$ cat config.mk
export PLATFORM = sky130hd
export DESIGN_NAME = ir_cliff_average_and_range
export DESIGN_NICKNAME = d
export VERILOG_FILES = /design/src/rtl/ircar_pkg.sv /design/src/rtl/ir_cliff_average_and_range.sv /design/src/rtl/ircar_div.sv
export SDC_FILE = /design/constraint.sdc
export NUM_CORES = 1
export LEC_CHECK = 0
export ABC_AREA = 1
export BUFFER_PORTS_ARGS = -buffer_cell sky130_fd_sc_hd__buf_2
export CAP_MARGIN = 0
export CORE_MARGIN = 5
export CORE_UTILIZATION = 57
export CTS_CLUSTER_DIAMETER = 150
export DETAILED_ROUTE_END_ITERATION = 7
export PLACE_DENSITY = 0.83
export SLEW_MARGIN = 20
export SYNTH_ARGS = -nofsm -noshare
export SYNTH_HDL_FRONTEND = slang
export SYNTH_HIERARCHICAL = 1
export SYNTH_SLANG_ARGS = --single-unit
$ cat constraint.sdc
create_clock -name clk -period 5.19 [get_ports clk]
set_clock_uncertainty 0.2 [all_clocks]
set_input_delay 0.2595 -clock clk [delete_from_list [all_inputs] [get_ports clk]]
set_output_delay 0.2595 -clock clk [all_outputs]
set_load 0.02 [all_outputs]
$ cat src/rtl/ircar_pkg.sv
// shared types and constants for the ir cliff average and range block
`default_nettype none

package ircar_pkg;

	localparam int DIV_NW = 24;
	localparam int DIV_DW = 13;

	localparam logic CFG_CLIFF_THRESHOLD = 1'b0;
	localparam logic CFG_FULL_SCALE      = 1'b1;

	localparam logic [11:0] THRESHOLD_RESET  = 12'd400;
	localparam logic [11:0] FULL_SCALE_RESET = 12'd2600;

	localparam logic [DIV_DW-1:0] MV_DIVISOR  = 13'd4095;
	localparam logic [DIV_DW-1:0] DIST_OFFSET = 13'd50;
	localparam logic [DIV_NW-1:0] DIST_NUM    = 24'd1200000;
	localparam logic [11:0] MV_LOW    = 12'd250;
	localparam logic [11:0] MV_HIGH   = 12'd2500;
	localparam logic [11:0] DIST_BIAS = 12'd42;
	localparam logic [11:0] DIST_MIN  = 12'd100;
	localparam logic [11:0] DIST_MAX  = 12'd2000;
	localparam logic [11:0] DIST_NONE = 12'hFFF;

	typedef enum logic [2:0] {
		ST_IDLE,
		ST_AVG_START,
		ST_AVG_WAIT,
		ST_MUL,
		ST_MV_SCALE,
		ST_DIST_START,
		ST_DIST_WAIT
	} seq_state_t;

	typedef struct packed {
		logic              start;
		logic [DIV_NW-1:0] dividend;
		logic [DIV_DW-1:0] divisor;
	} div_req_t;

	typedef struct packed {
		logic              busy;
		logic              done;
		logic [DIV_NW-1:0] quotient;
	} div_rsp_t;

endpackage

`default_nettype wire

$ cat src/rtl/ir_cliff_average_and_range.sv
// ir cliff sensor burst averager with millivolt scaling and distance estimate
//
// channel  | dir | handshake          | payload
// s        | in  | s_tvalid/s_tready  | tuser: channel; tdata: read_ok, raw_code, scan_start
// m        | out | m_tvalid/m_tready  | tuser: channel_index; tdata: result fields
// cfg      | in  | cfg_we             | cfg_index selects register, cfg_data value
//
// an item that does not end a burst is accumulated without starting the divider
// the item that ends a burst runs two divisions on the shared divider
// (average, distance) with the millivolt scaling between them; the result is loaded
// after the distance division, or without any division for a burst with no good sample
// s_tready is low while that sequence runs and while a result waits for the output register
// reset clears configuration to defaults, accumulators, masks and the output valid
`default_nettype none

module ir_cliff_average_and_range import ircar_pkg::*; #(
	parameter int SAMPLES = 16
) (
	input  wire logic        clk,
	input  wire logic        arst_n,
	input  wire logic        s_tvalid,
	output logic             s_tready,
	input  wire logic        s_tuser,   // channel
	input  wire logic [15:0] s_tdata,   // read_ok, raw_code, scan_start, zero fill
	output logic             m_tvalid,
	input  wire logic        m_tready,
	output logic             m_tuser,   // channel_index
	output logic [31:0]      m_tdata,   // channel_ok, millivolts, distance_tenth_mm,
	                                    // cliff_here, cliff_any, ok_bits, zero fill
	input  wire logic        cfg_we,
	input  wire logic        cfg_index,
	input  wire logic [11:0] cfg_data
);

	localparam int SUM_W = $clog2(SAMPLES) + 12;
	localparam int CNT_W = $clog2(SAMPLES + 1);
	localparam int POS_W = (SAMPLES > 1) ? $clog2(SAMPLES) : 1;

	seq_state_t state_q, state_d;

	logic [11:0]      thr_q;
	logic [11:0]      fs_q;
	logic [SUM_W-1:0] sum_q;
	logic [CNT_W-1:0] good_q;
	logic [POS_W-1:0] pos_q;
	logic [1:0]       ok_mask_q;
	logic             cliff_q;
	logic             chan_q;
	logic             ok_q;
	logic [11:0]      avg_q;
	logic [23:0]      prod_q;
	logic [11:0]      mv_q;
	logic [11:0]      dq_q;
	logic             pend_q;

	logic             m_tvalid_q;
	logic             m_tuser_q;
	logic [31:0]      m_tdata_q;

	logic             read_ok;
	logic [11:0]      raw_code;
	logic             scan_start;
	logic             s_acc;
	logic             last_item;
	logic [SUM_W-1:0] sum_next;
	logic [CNT_W-1:0] good_next;
	logic             out_load;

	div_req_t div_req;
	div_rsp_t div_rsp;

	logic [12:0] mv_fold;
	logic [11:0] mv_scaled;

	logic [11:0] mv_out;
	logic [11:0] dist_out;
	logic        here;
	logic [1:0]  ok_mask_new;
	logic        cliff_new;

	assign read_ok    = s_tdata[0];
	assign raw_code   = s_tdata[12:1];
	assign scan_start = s_tdata[13];

	assign s_acc     = s_tvalid && s_tready;
	assign last_item = pos_q == POS_W'(SAMPLES - 1);
	assign sum_next  = read_ok ? sum_q + SUM_W'(raw_code) : sum_q;
	assign good_next = read_ok ? good_q + 1'b1 : good_q;

	// divide by 4095: high half plus one when high and low halves reach 4095
	assign mv_fold   = {1'b0, prod_q[23:12]} + {1'b0, prod_q[11:0]};
	assign mv_scaled = prod_q[23:12] + 12'(mv_fold >= MV_DIVISOR);

	ircar_div u_div (
		.clk    (clk),
		.arst_n (arst_n),
		.req    (div_req),
		.rsp    (div_rsp)
	);

	// next state
	always_comb begin
		state_d = state_q;
		case (state_q)
			ST_IDLE: begin
				if (s_acc && last_item && (good_next != '0)) begin
					state_d = ST_AVG_START;
				end
			end
			ST_AVG_START:  state_d = ST_AVG_WAIT;
			ST_AVG_WAIT: begin
				if (div_rsp.done) begin
					state_d = ST_MUL;
				end
			end
			ST_MUL:        state_d = ST_MV_SCALE;
			ST_MV_SCALE:   state_d = ST_DIST_START;
			ST_DIST_START: state_d = ST_DIST_WAIT;
			ST_DIST_WAIT: begin
				if (div_rsp.done) begin
					state_d = ST_IDLE;
				end
			end
			default:       state_d = ST_IDLE;
		endcase
	end

	// sequencer outputs
	always_comb begin
		div_req.start    = 1'b0;
		div_req.dividend = '0;
		div_req.divisor  = '0;
		case (state_q)
			ST_AVG_START: begin
				div_req.start    = 1'b1;
				div_req.dividend = {{(DIV_NW - SUM_W){1'b0}}, sum_q};
				div_req.divisor  = {{(DIV_DW - CNT_W){1'b0}}, good_q};
			end
			ST_DIST_START: begin
				div_req.start    = 1'b1;
				div_req.dividend = DIST_NUM;
				div_req.divisor  = {1'b0, mv_q} + DIST_OFFSET;
			end
			default: begin
				div_req.start = 1'b0;
			end
		endcase
	end

	assign s_tready = (state_q == ST_IDLE) && !pend_q;
	assign out_load = pend_q && (!m_tvalid_q || m_tready);

	// result fields
	always_comb begin
		mv_out   = ok_q ? mv_q : 12'd0;
		here     = ok_q && (mv_q < thr_q);
		dist_out = DIST_NONE;
		if (ok_q && (mv_q >= MV_LOW)) begin
			if (mv_q > MV_HIGH) begin
				dist_out = DIST_MIN;
			end else if (dq_q < DIST_MIN + DIST_BIAS) begin
				dist_out = DIST_MIN;
			end else if (dq_q - DIST_BIAS > DIST_MAX) begin
				dist_out = DIST_NONE;
			end else begin
				dist_out = dq_q - DIST_BIAS;
			end
		end
		ok_mask_new = ok_q ? (ok_mask_q | (chan_q ? 2'b10 : 2'b01)) : ok_mask_q;
		cliff_new   = cliff_q | here;
	end

	always_ff @(posedge clk or negedge arst_n) begin
		if (!arst_n) begin
			state_q    <= ST_IDLE;
			thr_q      <= THRESHOLD_RESET;
			fs_q       <= FULL_SCALE_RESET;
			sum_q      <= '0;
			good_q     <= '0;
			pos_q      <= '0;
			ok_mask_q  <= '0;
			cliff_q    <= 1'b0;
			pend_q     <= 1'b0;
			m_tvalid_q <= 1'b0;
		end else begin
			state_q <= state_d;
			if (cfg_we) begin
				case (cfg_index)
					CFG_CLIFF_THRESHOLD: thr_q <= cfg_data;
					CFG_FULL_SCALE:      fs_q  <= cfg_data;
					default:             thr_q <= thr_q;
				endcase
			end
			if (s_acc) begin
				if (scan_start) begin
					ok_mask_q <= '0;
					cliff_q   <= 1'b0;
				end
				sum_q  <= sum_next;
				good_q <= good_next;
				pos_q  <= last_item ? '0 : pos_q + 1'b1;
				if (last_item && (good_next == '0)) begin
					pend_q <= 1'b1;
				end
			end
			if (state_q == ST_AVG_START) begin
				sum_q  <= '0;
				good_q <= '0;
			end
			if ((state_q == ST_DIST_WAIT) && div_rsp.done) begin
				pend_q <= 1'b1;
			end
			if (out_load) begin
				pend_q     <= 1'b0;
				ok_mask_q  <= ok_mask_new;
				cliff_q    <= cliff_new;
				sum_q      <= '0;
				good_q     <= '0;
				m_tvalid_q <= 1'b1;
			end else if (m_tready) begin
				m_tvalid_q <= 1'b0;
			end
		end
	end

	always_ff @(posedge clk) begin
		if (s_acc && last_item) begin
			chan_q <= s_tuser;
			ok_q   <= good_next != '0;
		end
		if ((state_q == ST_AVG_WAIT) && div_rsp.done) begin
			avg_q <= div_rsp.quotient[11:0];
		end
		if (state_q == ST_MUL) begin
			prod_q <= 24'(fs_q) * 24'(avg_q);
		end
		if (state_q == ST_MV_SCALE) begin
			mv_q <= mv_scaled;
		end
		if ((state_q == ST_DIST_WAIT) && div_rsp.done) begin
			dq_q <= div_rsp.quotient[11:0];
		end
		if (out_load) begin
			m_tuser_q <= chan_q;
			m_tdata_q <= {3'b000, ok_mask_new, cliff_new, here, dist_out, mv_out, ok_q};
		end
	end

	assign m_tvalid = m_tvalid_q;
	assign m_tuser  = m_tuser_q;
	assign m_tdata  = m_tdata_q;

	a_div_idle_start: assert property (@(posedge clk) disable iff (!arst_n)
		div_req.start |-> !div_rsp.busy)
		else $error("divider started while busy");

	a_pos_range: assert property (@(posedge clk) disable iff (!arst_n)
		pos_q <= POS_W'(SAMPLES - 1))
		else $error("burst position out of range");

	a_empty_burst: assert property (@(posedge clk) disable iff (!arst_n)
		(m_tvalid && !m_tdata[0]) |-> ((m_tdata[12:1] == 12'd0) &&
		(m_tdata[24:13] == DIST_NONE) && !m_tdata[25]))
		else $error("empty burst result carries values");

	a_ok_mask: assert property (@(posedge clk) disable iff (!arst_n)
		(m_tvalid && m_tdata[0]) |-> (m_tuser ? m_tdata[28] : m_tdata[27]))
		else $error("ok mask misses the result channel");

endmodule

`default_nettype wire

$ cat src/rtl/ircar_div.sv
// restoring divider, one quotient bit per cycle
`default_nettype none

module ircar_div import ircar_pkg::*; (
	input  wire logic     clk,
	input  wire logic     arst_n,
	input  wire div_req_t req,
	output div_rsp_t      rsp
);

	localparam int CNT_W = $clog2(DIV_NW + 1);

	logic [DIV_DW-1:0] div_q;
	logic [DIV_DW-1:0] rem_q;
	logic [DIV_NW-1:0] quo_q;
	logic [CNT_W-1:0]  cnt_q;
	logic              busy_q;
	logic              done_q;
	logic [DIV_DW:0]   trial;
	logic              fits;

	assign trial = {rem_q, quo_q[DIV_NW-1]};
	assign fits  = trial >= {1'b0, div_q};

	always_ff @(posedge clk or negedge arst_n) begin
		if (!arst_n) begin
			busy_q <= 1'b0;
			done_q <= 1'b0;
			cnt_q  <= '0;
		end else begin
			done_q <= 1'b0;
			if (req.start) begin
				busy_q <= 1'b1;
				cnt_q  <= CNT_W'(DIV_NW);
			end else if (busy_q) begin
				cnt_q <= cnt_q - 1'b1;
				if (cnt_q == CNT_W'(1)) begin
					busy_q <= 1'b0;
					done_q <= 1'b1;
				end
			end
		end
	end

	always_ff @(posedge clk) begin
		if (req.start) begin
			div_q <= req.divisor;
			rem_q <= '0;
			quo_q <= req.dividend;
		end else if (busy_q) begin
			rem_q <= fits ? DIV_DW'(trial - {1'b0, div_q}) : trial[DIV_DW-1:0];
			quo_q <= {quo_q[DIV_NW-2:0], fits};
		end
	end

	assign rsp.busy     = busy_q;
	assign rsp.done     = done_q;
	assign rsp.quotient = quo_q;

endmodule

`default_nettype wire
==> reports/metrics.yaml, run 1 <==
worst_setup_path:
  crit_type: "reg -> reg"
  flop_to_flop_setup_slack_ns: 0.08
  timing.critical_path.required_ns: 5.24
  critical_path.slowest_cell: "sky130_fd_sc_hd__fa_1"
  path_common_cell: "sky130_fd_sc_hd__fa_1"
  timing.critical_path.to: "prod_q[23]"
  worstSetupStartpointType: "flip-flop"
  worst_setup_path_end_kind: "flip-flop"
  r2r_end: "prod_q[23]"
  arrival_ns: 5.16
  critPathMaxStageDelay_ns: 0.57
  r2r_cells: 17
  crit_path_max_fanout: 7
  timing.rr.start: "avg_q[4]"
  path_cells: "buf_4, nand2_1, fa_1, inv_1, fa_1, fa_1, fa_1, inv_1, fa_1, inv_1, ha_4, a21oi_4, a21boi_2, nand2_1, nand2_1, nand3_1, xor2_1"
  critical_path.startpoint: "avg_q[4]"
floorplan:
  floorplan.initialDensity_pct: 58.1
  io-pin-count: 70
  die_width_um: 179
  fp.dieArea_sq_mm: 0.0319
  placeableCoreArea_sq_mm: 0.0279
  row_count: 61
  dieHeight_um: 179
clocking:
  worst_setup_hold_path_clk_slew_ns: 0.06
  cts-buffers-inserted: 23
  worstSkewPairLatency_ns: 0.53
  cts_sinks: 206
  cts_root_buffer: "sky130_fd_sc_hd__clkbuf_16"
  cts_tree: "yes"
  depth_of_the_cts_h_tree: 1
  max-clock-path-buffers: 3
pwr:
  power.leakage_nw: 9.37
  seq_power_share_pct: 16.1
  power_density_mw_per_mm2: 747
  sw_frac_of_total_pct: 47.8
  internal-power_mw: 7.19
  p_comb_share_pct: 72.3
  power_share_of_the_clock_group_pct: 11.5
  worst_ir_drop_vdd_mv: 1.33
  total_switching_power_mw: 6.57
route:
  route.final.wire_length_um: 39700
  detailed_router_iteration_count_before_antenna_repair: 6
  dr.first_iter.drc_count: 1210
  wl_per_cell_um: 15.9
  drt-vias-per-instance: 5.39
  post-route-drc-count: 0
  drtAntennaViolNets: 0
  via_count: 13400
run:
  max_cap_violations: 0
min_path:
  hold_start: "s_tdata[11]"
  worstHoldPathType: "in -> reg"
timing:
  final_min_period_over_clock_period_pct: 98.4
  slew_viol_final: 0
  final-setup-viol-count: 0
  worst-slew-pin-transition_ns: 1.02
  fin_crit_ns: 5.11
  max-slew-margin-rel_pct: 31.9
  hold_viol: 0
  clock.fmax_ghz: 0.196
  grt_setup_unrepaired: "true"
cells_and_area:
  utilization_after_layout_pct: 65.9
  finish.net_count: 2354
  layout-drive-gt1-share_pct: 13.5
  fill_cells: 2176
  antenna_cells_inserted: 0
  flow.area_growth_from_synthesis_pct: 13.5
  fin_cells: 2491
yosys:
  syn-instance-count: 1969
  synth.cell_area_sq_mm: 0.0162
  syn_avg_cell_area_sq_um: 8.24
  ys.warnings.count: 6
global_route:
  wire_length_of_the_first_global_routing_pass_um: 65000
  grt_usage_pct: 25.2
  largest_net_degree_at_the_start_of_global_routing: 65
  grt_antenna_before_repair: 0
  global_route.overflow_total: 0
  grt_pass1_vias: 13300
placement:
  io_buffer_count: 64
  dp_hpwl_um: 30300
  placedCellCount: 2411
  gp_routability_congestion: 0.940
outcome:
  outcome: "completed"
layout by cell type (no fill, tap or decap), types with 30 or more instances in the layout:
cell type	n
sky130_fd_sc_hd__edfxtp_1	129
sky130_fd_sc_hd__buf_2	64
sky130_fd_sc_hd__fa_1	101
sky130_fd_sc_hd__xor2_1	30
sky130_fd_sc_hd__nand2_1	557
sky130_fd_sc_hd__a21oi_1	60
sky130_fd_sc_hd__inv_1	384
sky130_fd_sc_hd__o21ai_0	56
sky130_fd_sc_hd__nor2_1	101
sky130_fd_sc_hd__dfrtp_1	54
sky130_fd_sc_hd__ha_1	112
sky130_fd_sc_hd__buf_4	53
sky130_fd_sc_hd__nand3_1	97
worst min path at each step:
stage / cells past startpoint / slack [ns] / to
after floorplan: 0 / -0.24 / cliff_q
after global placement: 2 / 0.26 / u_div/rem_q[5]
after detailed placement: 2 / 0.27 / u_div/rem_q[7]
after CTS: 5 / 0.02 / sum_q[10]
after global routing: 5 / 0.06 / sum_q[10]
final: 5 / 0.03 / sum_q[10]
critical path: cells and delay by family (launching register included):
family	cells	cell delay, ns
adder cells (fa/ha/maj)	6	2.89
flip-flops	1	0.56
AO/OA/AOI/OAI	2	0.39
buffers and inverters	4	0.36
AND/OR/NAND/NOR	4	0.29
XOR/XNOR	1	0.15
per-stage QoR:
stage	area (sq um)	power, mW	setup WS, ns	hold slack (ns)	TNS (ns)
floorplan	16300	8.02	0.0659	-0.236	0
global placement	17100	10.3	-0.0333	0.261	-0.0333
detailed placement	17100	10.4	-0.0434	0.268	-0.0434
CTS	18100	12.2	0.00341	0.0207	0
global route	18400	14.9	-0.104	0.0567	-0.472
finish	18400	13.8	0.0818	0.0266	0
sequential cells by signal (all words and copies together) (netlist names), 12 cells and up:
register     cells
u_div/quo_q     24
u_div/div_q     13
m_tdata         29
fs_q            12
mv_q            12
thr_q           12
avg_q           12
sum_q           16
dq_q            12
prod_q          24
u_div/rem_q     13
repair_timing:
item                                   4_1_cts  5_1_grt
hold buffers                                20        0
endpoints found under the hold margin       91        0
pin swaps                                    0       18
buffers inserted                             4       14
setup endpoints to repair                    4       12
resized for setup                            5       51
gates cloned                                 0        0
layer usage:
layer	wire length, um	vias up	global-route usage [%]
met5	0	-	0
met4	1330	0	7.71
met1	16700	6328	34.8
met2	18800	575	41.6
li1	-	6404	-
met3	2900	126	3.48
final cells by class:
class	count	area (sq um)	share of cell area (%)
Multi-Input combinational cell	1320	8950	48.6
Inverter	402	1520	8.24
Timing Repair Buffer	143	995	5.40
Sequential cell	206	5750	31.2
Clock buffer	26	599	3.25
Tap cell	378	473	2.57
Clock inverter	16	133	0.720
power by group through the flow:
stage | sequential [mW] | combinational (mW) | clock, mW
final | 2.22 | 9.95 | 1.59
after global placement | 2.25 | 8.04 | 0
after CTS | 2.22 | 8.33 | 1.60
after global routing | 2.23 | 11.0 | 1.68
after floorplan | 2.25 | 5.77 | 0
after detailed placement | 2.25 | 8.14 | 0
No activity file was read; power rests on OpenSTA's default activity.
==> inputs of run 2 (changes only) <==
CORE_UTILIZATION = 40   (was 57)
PLACE_DENSITY = 0.63   (was 0.83)
SYNTH_HIERARCHICAL = not set   (was 1)
==> run 2 against run 1 <==
Against the previous run: power fell by 27%; routed wire length fell by 10%; clock-buffer cell count rose by 10; largest power group unchanged; critical path depth fell by 1; critical endpoint is now prod_q[21]; first-iteration DRC count fell by 38%; clock power rose by 9%; synthesized area fell by 4.8%; final cell count fell by 1.1%.
==> reports/metrics.yaml, run 2 <==
outcome:
  outcome: "completed"
clocking:
  cts_tree: "yes"
  cts_sinks: 206  # unchanged
  max-clock-path-buffers: 3  # unchanged
  depth_of_the_cts_h_tree: 1  # unchanged
  worstSkewPairLatency_ns: 0.54  # about the same
  cts-buffers-inserted: 25  # +8.7%
  worst_setup_hold_path_clk_slew_ns: 0.06  # about the same
  cts_root_buffer: "sky130_fd_sc_hd__clkbuf_16"
pwr:
  total_switching_power_mw: 4.43  # -33%
  p_comb_share_pct: 55.1  # -17 points
  seq_power_share_pct: 27.8  # +12 points
  power.leakage_nw: 8.94  # -4.7%
  totalPowerFinal_mw: 10.1  # -27%
  power_share_of_the_clock_group_pct: 17.1  # +5.6 points
  power_density_mw_per_mm2: 563  # -25%
  worst_ir_drop_vdd_mv: 0.520  # -61%
  internal-power_mw: 5.66  # -21%
  sw_frac_of_total_pct: 43.9  # -3.8 points
cells_and_area:
  largest_register_ff_count: 29  # unchanged
  multi_input_area_sq_mm: 0.00837  # -6.4%
  utilization_after_layout_pct: 46.5  # -19 points
  flow.area_growth_from_synthesis_pct: 15.9
  most_common_cell_after_layout_fill_and_taps_aside: "sky130_fd_sc_hd__nand2_1"
  finish.net_count: 2184  # -7.2%
  layout-drive-gt1-share_pct: 11.9  # -1.6 points
  layout.cells.most_common_list: "440 x sky130_fd_sc_hd__nand2_1, 355 x sky130_fd_sc_hd__inv_1, 129 x sky130_fd_sc_hd__edfxtp_1, 108 x sky130_fd_sc_hd__nor2_1, 108 x sky130_fd_sc_hd__ha_1"
  antenna_cells_inserted: 0  # unchanged
  regArea_sq_mm: 0.00575  # unchanged
  fill_cells: 3731  # +71%
timing:
  setup_ws_ns: 0.140  # +0.0586 ns
  slew_viol_final: 0  # unchanged
  hold_viol: 0  # unchanged
  fin_worst_hold_slack_ns: 0.0232  # -0.00334 ns
  clock.fmax_ghz: 0.198  # +1.2%
  final-setup-viol-count: 0  # unchanged
  final_min_period_over_clock_period_pct: 97.3  # -1.1 points
  fin_crit_ns: 5.05  # -0.0586 ns
  worst-slew-pin-transition_ns: 1.05  # +0.0305 ns
  grt_setup_unrepaired: "true"
  max-slew-margin-rel_pct: 30.0  # -1.9 points
placement:
  dp_slack_ns: 0.0510  # +0.0944 ns
  dp_hpwl_um: 28400  # -6.4%
  io_buffer_count: 64  # unchanged
  gp_routability_congestion: 0.908  # -3.4%
yosys:
  synth.lib_cells_used.distinct: 53
  async_flop_share_pct: 31.1
  synth_top_flop_cell: "sky130_fd_sc_hd__edfxtp_1"
  ys.warnings.count: 0  # -6
  seq_area_frac_synth_pct: 37.2
  syn-instance-count: 1804  # -8.4%
  netlist_top_cells_count: "445 x sky130_fd_sc_hd__nand2_1, 355 x sky130_fd_sc_hd__inv_1, 129 x sky130_fd_sc_hd__edfxtp_1, 120 x sky130_fd_sc_hd__ha_1, 111 x sky130_fd_sc_hd__nor2_1"
  synth_edf_count: 129
  synth.cell_area_sq_mm: 0.0155  # -4.8%
  synth_seq_cells: 206
  syn_avg_cell_area_sq_um: 8.57  # +3.9%
  yosysMostFrequentCell: "sky130_fd_sc_hd__nand2_1"
  post-synth-top-area-cell: "sky130_fd_sc_hd__edfxtp_1"
  ys_top_cells_by_area: "sky130_fd_sc_hd__edfxtp_1 25%, sky130_fd_sc_hd__fa_1 13%, sky130_fd_sc_hd__nand2_1 11%"
  synth_top_area_share_pct: 25.1
route:
  post-route-drc-count: 0  # unchanged
  drt-vias-per-instance: 4.88  # -9.5%
  route.final.wire_length_um: 35700  # -10%
  detailed_router_iteration_count_before_antenna_repair: 7  # +1
  wl_per_cell_um: 14.5  # -9.1%
  via_count: 12000  # -11%
  drtAntennaViolNets: 0  # unchanged
  dr.first_iter.drc_count: 751  # -38%
floorplan:
  io-pin-count: 70  # unchanged
  dieHeight_um: 207  # +16%
  fp.dieArea_sq_mm: 0.0427  # +34%
  placeableCoreArea_sq_mm: 0.0385  # +38%
  floorplan.initialDensity_pct: 40.2  # -18 points
  row_count: 72  # +18%
  die_width_um: 207  # +16%
run:
  max_cap_violations: 0  # unchanged
global_route:
  grt_pass1_vias: 11700  # -12%
  grt_use_met3_pct: 2.52  # -0.96 points
  global_route.peak_usage_layer: "met2"
  grt_antenna_before_repair: 0  # unchanged
  global_route.usage.met2_pct: 28.1  # -14 points
  grt_usage_pct: 16.8  # -8.3 points
  grt_util_met1_pct: 23.4  # -11 points
  wire_length_of_the_first_global_routing_pass_um: 58600  # -9.9%
  largest_net_degree_at_the_start_of_global_routing: 65  # unchanged
  global_route.overflow_total: 0  # unchanged
worst_setup_path:
  arrival_ns: 5.11  # -0.05 ns
  worst_setup_path_end_kind: "flip-flop"
  worstSetupStartpointType: "flip-flop"
  crit_type: "reg -> reg"
  timing.critical_path.required_ns: 5.25  # about the same
  crit_path_max_fanout: 6  # -1
min_path:
  worstHoldPathType: "in -> reg"
-- run 2: changes by cell type in the layout (fill, tap and decap cells not counted), moves of 11 or more --
| cell | change |
|---|---|
| sky130_fd_sc_hd__inv_1 | -29 |
| sky130_fd_sc_hd__nand2_1 | -117 |
| sky130_fd_sc_hd__a21oi_1 | +16 |
| sky130_fd_sc_hd__inv_2 | -11 |
| sky130_fd_sc_hd__nand3_1 | -22 |
| sky130_fd_sc_hd__nand4_1 | -14 |
| sky130_fd_sc_hd__o21ai_0 | +18 |
| sky130_fd_sc_hd__nand2_2 | -18 |
-- run 2: cell type report --
type / count / area share [%]
Clock inverter: 10 / 0.538
Inverter: 361 / 7.62
Multi-Input combinational cell: 1195 / 46.8
Clock buffer: 36 / 4.07
Timing Repair Buffer: 137 / 5.27
Sequential cell: 206 / 32.1
Tap cell: 518 / 3.62
-- run 2: routing by layer --
metal	share of wire, %	up-vias
li1	-	5959
met1	45	5715
met2	47	289
met3	5.9	56
met4	2.0	0
met5	0	-
-- run 2: repair_timing --
item | 4_1_cts | 5_1_grt
buffers inserted | 0 | 14
gates resized for setup | 0 | 62
hold buffers | 20 | 0
setup endpoints to repair | 0 | 13
hold endpoints to repair | 98 | 0
-- run 2: critical path, stage by stage, from the launching register on --
cell and delay, ns:
sky130_fd_sc_hd__dfstp_2 0.62, sky130_fd_sc_hd__buf_6 0.16, sky130_fd_sc_hd__nand2_1 0.06, sky130_fd_sc_hd__inv_1 0.09, sky130_fd_sc_hd__fa_1 0.42, sky130_fd_sc_hd__fa_2 0.55
sky130_fd_sc_hd__fa_1 0.42, sky130_fd_sc_hd__fa_1 0.54, sky130_fd_sc_hd__inv_1 0.05, sky130_fd_sc_hd__fa_1 0.52, sky130_fd_sc_hd__inv_1 0.04, sky130_fd_sc_hd__ha_2 0.36
sky130_fd_sc_hd__nand2_2 0.11, sky130_fd_sc_hd__nor4_2 0.33, sky130_fd_sc_hd__nand3_1 0.11, sky130_fd_sc_hd__nand3_1 0.11, sky130_fd_sc_hd__xor2_1 0.08
-- run 2: path summary, 6_finish.rpt --
check,from,slack [ns],endpoint,depth (start not counted)
setup / recovery,fs_q[5],0.14,prod_q[21],16
hold / removal,s_tdata[10],0.02,sum_q[9],5
setup reg to reg,fs_q[5],0.14,prod_q[21],16
hold reg to reg,u_div.rem_q[6],0.28,u_div.rem_q[6],2
max in group asynchronous,arst_n,3.89,fs_q[4],3
min in group asynchronous,arst_n,0.24,u_div.cnt_q[3],3
-- run 2: kinds of logic (layout without fill, tap and decap cells) --
logic type,Yosys count,in the layout,share of synthesized area (%)
AND/OR/NAND/NOR,691,691,18.6
buffers and inverters,405,544,10.1
AO/OA/AOI/OAI,227,227,8.08
adder cells (fa/ha/maj),223,223,23.1
flip-flops,206,206,37.2
XOR/XNOR,51,51,2.89
other,1,3,0.0243
-- run 2: power groups by stage --
stage	clock network, mW	logic, mW	registers, mW
finish	1.73	5.56	2.80
detailed placement	0	4.96	2.82
floorplan	0	3.76	2.70
CTS	1.77	5.02	2.80
global placement	0	4.88	2.81
global route	1.84	6.34	2.85
-- run 2: per-stage QoR --
| stage | cells | TNS [ns] | cell area, sq um |
|---|---|---|---|
| 2_1_floorplan | 1806 | 0 | 15500 |
| 3_3_place_gp | 2383 | 0 | 16500 |
| 3_5_place_dp | 2383 | 0 | 16500 |
| 4_1_cts | 2449 | 0 | 17600 |
| 5_1_grt | 2463 | -0.180 | 17900 |
| 6_report | 2463 | 0 | 17900 |
